File: src/hw/rtl/ljp_mul.sv
// Two-stage Q32.32 multiplier built from 32-bit partial products, rounded half up.
module ljp_mul #(
  parameter int unsigned AW = 36,
  parameter int unsigned BW = 36,
  parameter int unsigned PW = 40,
  parameter int unsigned SW = 1
) (
  input  logic          clk_i,
  input  logic          rst_ni,
  input  logic          en_i,
  input  logic          vld_i,
  input  logic [AW-1:0] a_i,
  input  logic [BW-1:0] b_i,
  input  logic [SW-1:0] side_i,
  output logic          vld_o,
  output logic [PW-1:0] prod_o,
  output logic [SW-1:0] side_o
);

  localparam int unsigned AH = AW - 32;
  localparam int unsigned BH = BW - 32;
  localparam int unsigned FW = AW + BW;

  logic [63:0]      ll_q;
  logic [AH+31:0]   hl_q;
  logic [BH+31:0]   lh_q;
  logic [AH+BH-1:0] hh_q;
  logic             vld1_q;
  logic [SW-1:0]    side1_q;
  logic [FW-1:0]    full;
  logic [PW-1:0]    prod_q;
  logic             vld2_q;
  logic [SW-1:0]    side2_q;

  always_ff @(posedge clk_i or negedge rst_ni) begin
    if (!rst_ni) begin
      vld1_q <= 1'b0;
      vld2_q <= 1'b0;
    end else if (en_i) begin
      vld1_q <= vld_i;
      vld2_q <= vld1_q;
    end
  end

  // Form the partial products.
  always_ff @(posedge clk_i) begin
    if (en_i) begin
      ll_q    <= 64'(a_i[31:0]) * 64'(b_i[31:0]);
      hl_q    <= (AH+32)'(a_i[AW-1:32]) * (AH+32)'(b_i[31:0]);
      lh_q    <= (BH+32)'(a_i[31:0]) * (BH+32)'(b_i[BW-1:32]);
      hh_q    <= (AH+BH)'(a_i[AW-1:32]) * (AH+BH)'(b_i[BW-1:32]);
      side1_q <= side_i;
    end
  end

  // Sum the partials, add the rounding half and drop 32 fraction bits.
  assign full = FW'(ll_q) + (FW'(hl_q) << 32) + (FW'(lh_q) << 32) + (FW'(hh_q) << 64)
              + FW'(64'h8000_0000);

  always_ff @(posedge clk_i) begin
    if (en_i) begin
      prod_q  <= full[PW+31:32];
      side2_q <= side1_q;
    end
  end

  assign vld_o  = vld2_q;
  assign prod_o = prod_q;
  assign side_o = side2_q;

endmodule

File: config.mk
export PLATFORM = sky130hd
export DESIGN_NAME = ljp_mul
export DESIGN_NICKNAME = d
export VERILOG_FILES = /design/src/hw/rtl/ljp_mul.sv
export SDC_FILE = /design/constraint.sdc
export NUM_CORES = 2
export LEC_CHECK = 0
export BUFFER_PORTS_ARGS = -buffer_cell sky130_fd_sc_hd__buf_4
export CORE_ASPECT_RATIO = 1.1
export CORE_UTILIZATION = 35
export DETAILED_ROUTE_END_ITERATION = 16
export PLACE_DENSITY = 0.55
export REMOVE_ABC_BUFFERS = 1
export SYNTH_ARGS = -nofsm -noshare
export SYNTH_HDL_FRONTEND = slang
export SYNTH_SLANG_ARGS = --single-unit
File: constraint.sdc
create_clock -name clk_i -period 4.4 [get_ports clk_i]
set_input_delay 0.44 -clock clk_i [delete_from_list [all_inputs] [get_ports clk_i]]
set_output_delay 0.44 -clock clk_i [all_outputs]
set_load 0.01 [all_outputs]
Word-level counts from Yosys, hierarchy flattened
Cells that the tools add are included.

word-level totals
  word-level logic and storage cells = 17
  flip-flop bits (word level) = 188
  input bits = 77
  output and inout port bits = 42

cells by class
  $mul = 4
  add/subtract/negate cells = 4

operators with widths
  kind                      number
  $add A70 B72 Y72          1
  $add A72 B32 Y72 const B  1
  $add A69 B68 Y70          1
  $add A64 B68 Y69          1
  $mul A32 B32 Y64          1
  $mul A32 B4 Y36           1
  $mul A4 B32 Y36           1
  $mul A4 B4 Y8             1

Depth between registers and ports, before layout
  word-level depth = 4
  depth in mapped cells = 28
  depth with buffers taken out = 26

Worst setup path before layout
OpenSTA, ideal clock, no wires.

  path type = input port to flip-flop
  start = in a_i[30]
  end = reg ll_q[52] (data pin)
  arrival = 7.080 ns
  slack = -2.945 ns
  data required time = 4.135 ns
  buffers on the path = 2
  stages = 27
  library setup time = 0.265 ns
  cell sequence = clkbuf_1 > clkbuf_1 > nand2_1 > fa_1 > inv_1 > fa_1 > fa_1 > inv_1 > fa_1 > inv_1 > fa_1 > fa_1 > fa_1 > inv_1 > fa_1 > inv_1 > ha_1 > nand2_1 > nor4_1 > a22oi_1 > a31oi_1 > a21oi_1 > o21a_1 > o21ai_0 > a21oi_1 > o21ai_0 > xor2_1

between the ends
  cells in the longest elaborated chain, start to end = 1

RTL lines
  item                    line  text
  start: declaration      12    input logic [AW-1:0] a_i,
  $mul A32 B32 Y64        48    ll_q <= 64'(a_i[31:0]) * 64'(b_i[31:0]);
  end signal: assignment  48
  end: declaration        24    logic [63:0] ll_q;

Every way passes these cells.
A chain may end at the register's enable or synchronous reset.

Final worst setup path
  start = in a_i[7]
  end = reg ll_q[62] (data pin)

The elaborated chain is that of the path after synthesis.

==> results by group <==
Setup path
  • Reg2Reg Launch Point: ll_q[32]
  • Worst r2r dst: prod_o[34]
  • Flop2flop setup slack: 0.23 ns
  • Cell count of the worst reg-to-reg path: 15
  • Critical path endpoint category: register
  • Startpoint Class: input port
  • Maximum fanout encountered on the critical timing path: 6
  • CP startpoint: a_i[7]
  • Endpoint arrival time on the critical path: 7.34 ns
  • Required time at the endpoint of the critical path: 4.60 ns
  • Worst setup endpoint: ll_q[62]
  • Crit Path Class: input port to register

Min path
  • Path class of the lowest-slack min-delay path: input port to register

Clock tree
  • Number of buffers on the longest clock path: 2
  • H-tree level count: 4
  • Clock latency on the worst-skew pair: 0.45 ns
  • Clock Root Buffer: sky130_fd_sc_hd__clkbuf_16
  • Clock tree from TritonCTS: done
  • Number of buffers added by the clock tree synthesis step: 17
  • Clock-pin slew on the worst setup and hold paths: 0.07 ns
  • Sink Count: 157

Timing
  • Fmax: 140 MHz
  • Clock skew: 0.0207 ns
  • Setup repair after global routing missed its margin: yes
  • Final Critical Period: 7.14 ns
  • Worst-case setup margin in the final layout: -2.74 ns
  • Number of hold-slack violations in the final timing report: 0
  • Final count of pins violating max slew: 0
  • Post-route fraction of the period consumed by the critical path: 162%
  • Worst slew slack as a fraction of its limit: 37.5%
  • Worst hold slack across all endpoints: 0.185 ns
  • Final-report setup violation count: 33
  • Transition at the pin with the smallest max-transition slack: 0.937 ns

Detailed routing
  • Highest routed metal layer: met4
  • Average vias per placed instance: 4.82
  • Final WL: 134000 um
  • Violation count after the first detailed-route iteration: 2109
  • Routed length on met1: 59300 um
  • First-pass DRT Iterations: 5
  • WL met2: 66700 um
  • Number of nets with antenna violations after detailed routing: 0
  • DRC errors left: 0
  • Routed wire length on met3: 4820 um
  • Total via count in the routed design: 34797
  • Post-detailed-route wirelength per cell: 18.6 um

Logic synthesis
  • Sequential cell area fraction in the yosys report: 9.94%
  • Distinct cells, synth: 65
  • Number of instances in the synthesized netlist: 4990
  • Dominant combinational cell family by area after synthesis: adder cells
  • Post-synth EDFFs: 155
  • Synthesized-area fraction occupied by xor and xnor cells: 2.48%
  • Synth Area in Adders: 55.0%
  • Post-synthesis cell area: 0.0473 mm^2
  • Total of flip-flops plus latches after synthesis: 157
  • Mux share of post-synthesis cell area: 0.0476%
  • Syn. warnings: 0
  • Post-synthesis compound-gate area fraction: 5.90%
  • Primary flip-flop cell chosen by synthesis mapping: sky130_fd_sc_hd__edfxtp_1
  • Avg Inst Size Synth: 9.48 um^2
  • Post-synth ARST share: 1.27%
  • Post-Synth Simple-Gate Area: 16.5%

Floorplan
  • Die Span Y: 388 um
  • Chip Width: 353 um
  • IO Pins: 119
  • Core region area: 0.134 mm^2
  • Starting density of the core: 35.2%
  • Die area: 0.137 mm^2
  • Number of standard-cell rows in the floorplan: 141

Final layout
  • Layout cells sized above 1: 16.9%
  • Area growth from synthesis to layout: 19.1%
  • Final Net Count: 6934
  • Final core utilization: 42.0%
  • Total non-filler cell area in the finished layout: 0.0563 mm^2

Job
  • Maxcap violations: 0

Placed design
  • Placed wire-length estimate: 113000 um
  • Count of port buffers added during placement: 118
  • Weighted congestion at the end of routability-driven global placement: 0.883
  • Dpl cell area: 0.0533 mm^2

GRT
  • Via count of the first global-routing pass: 38063
  • Antenna violations before repair: 7
  • Wire length of the first global-routing pass: 214000 um
  • Grt ovf: 0
  • Maximum number of pins on one net before global-route repair: 98
  • Total routing resource utilization after global routing: 20.0%

Outcome
  • Status: finished with violations
  • Violated checks: negative setup slack
## how the worst min path moves through the flow
stage / cells after the start / slack, ns / from / end
after floorplan: 0 / 0.14 / rst_ni / vld1_q
after global placement: 1 / 0.22 / rst_ni / vld1_q
after detailed placement: 1 / 0.23 / rst_ni / vld_o
after CTS: 1 / 0.15 / side_i / side1_q
after global routing: 1 / 0.16 / side_i / side1_q
final: 1 / 0.19 / side_i / side1_q
## stage by stage
| step | instances | setup WS [ns] | setup TNS (ns) |
|---|---|---|---|
| final | 7213 | -2.74 | -81.07 |
| after global routing | 7212 | -2.90 | -87.07 |
| after CTS | 7189 | -2.62 | -77.34 |
| after detailed placement | 7131 | -3.53 | -114.86 |
| after global placement | 7131 | -3.49 | -113.63 |
| after floorplan | 4735 | -2.56 | -72.47 |
## cells by family after synthesis
group                      count (synthesis)
and+or+nand+nor                         1537
buffers and inverters                   1285
DFF                                      157
muxes                                      2
xor gates and xnor gates                 134
adders and majority gates               1445
AOI/OAI and AO/OA                        430
## placed cells by master, fill, tap and decap left out, drive strengths merged, types with 26 or more instances in the layout
cell    count
nand2     667
fa       1056
inv      1040
o21ai      66
xnor2      95
o21bai     26
a21oi     143
xor2       39
edfxtp    155
ha        389
a21o       71
buf       654
and2      687
nor2       53
## timing repair
| action | CTS | global route |
|---|---|---|
| pin swaps | 123 | 111 |
| hold endpoints to repair | 2 | 0 |
| endpoints found under the setup margin | 38 | 49 |
| buffers inserted | 29 | 25 |
| gates resized for setup | 301 | 175 |
| hold buffers | 1 | 0 |
| gates cloned | 1 | 3 |
## worst max-delay path, stage by stage
cell and delay, ns:
sky130_fd_sc_hd__buf_6 0.11, sky130_fd_sc_hd__buf_12 0.13, sky130_fd_sc_hd__nand2_1 0.08, sky130_fd_sc_hd__fa_1 0.55, sky130_fd_sc_hd__inv_1 0.06, sky130_fd_sc_hd__fa_1 0.50, sky130_fd_sc_hd__inv_1 0.05, sky130_fd_sc_hd__fa_1 0.61
sky130_fd_sc_hd__inv_1 0.08, sky130_fd_sc_hd__fa_2 0.53, sky130_fd_sc_hd__fa_1 0.42, sky130_fd_sc_hd__fa_2 0.54, sky130_fd_sc_hd__fa_1 0.43, sky130_fd_sc_hd__fa_1 0.50, sky130_fd_sc_hd__ha_1 0.32, sky130_fd_sc_hd__nand4_1 0.23
sky130_fd_sc_hd__nor4_4 0.37, sky130_fd_sc_hd__a31oi_1 0.15, sky130_fd_sc_hd__a21oi_2 0.18, sky130_fd_sc_hd__a21oi_4 0.12, sky130_fd_sc_hd__o21ai_4 0.26, sky130_fd_sc_hd__a31oi_4 0.15, sky130_fd_sc_hd__o211ai_1 0.27, sky130_fd_sc_hd__a21oi_1 0.12
sky130_fd_sc_hd__xnor2_1 0.13
## sequential cells by signal (all words and copies together) (netlist names)
signal / count
ll_q: 33
hh_q: 8
side1_q: 1
prod_o: 40
hl_q: 36
vld1_q: 1
side_o: 1
vld_o: 1
lh_q: 36
## cell usage after synthesis, types with 19 or more instances
cell | instances | area [um^2]
sky130_fd_sc_hd__fa_1 | 1056 | 21100
sky130_fd_sc_hd__ha_1 | 389 | 4870
sky130_fd_sc_hd__xnor2_1 | 95 | 832
sky130_fd_sc_hd__and2_1 | 686 | 4290
sky130_fd_sc_hd__nor2_1 | 53 | 199
sky130_fd_sc_hd__inv_1 | 1030 | 3870
sky130_fd_sc_hd__o21a_1 | 25 | 188
sky130_fd_sc_hd__clkbuf_1 | 252 | 946
sky130_fd_sc_hd__nand2_1 | 667 | 2500
sky130_fd_sc_hd__o21ai_0 | 65 | 325
sky130_fd_sc_hd__edfxtp_1 | 155 | 4650
sky130_fd_sc_hd__o21bai_1 | 26 | 195
sky130_fd_sc_hd__a21oi_1 | 142 | 711
sky130_fd_sc_hd__a31oi_1 | 21 | 131
sky130_fd_sc_hd__xor2_1 | 39 | 342
sky130_fd_sc_hd__nand4_1 | 21 | 131
sky130_fd_sc_hd__nand3_1 | 19 | 95.1
sky130_fd_sc_hd__a21o_1 | 70 | 526
sky130_fd_sc_hd__nor3_1 | 22 | 110
## layer usage
layer  global-route usage [%]  vias up
met3                    0.974      137
li1                         -    15828
met2                     35.4      732
met4                     4.01        0
met1                     27.2    18100
met5                        0        -
## cell type report
| cell class | count | area (um^2) |
|---|---|---|
| Multi-Input combinational cell | 3548 | 38800 |
| Sequential cell | 157 | 4700 |
| Fill cell | 13029 | 77900 |
| Clock buffer | 17 | 425 |
| Clock inverter | 15 | 173 |
| Tap cell | 1787 | 2240 |
| Inverter | 1030 | 3870 |
| Antenna cell | 1 | 2.50 |
| Timing Repair Buffer | 658 | 6110 |
Power is left out: the tool's default activity adds up to more than one toggle a clock period on the data nets, which glitch-free logic cannot reach.
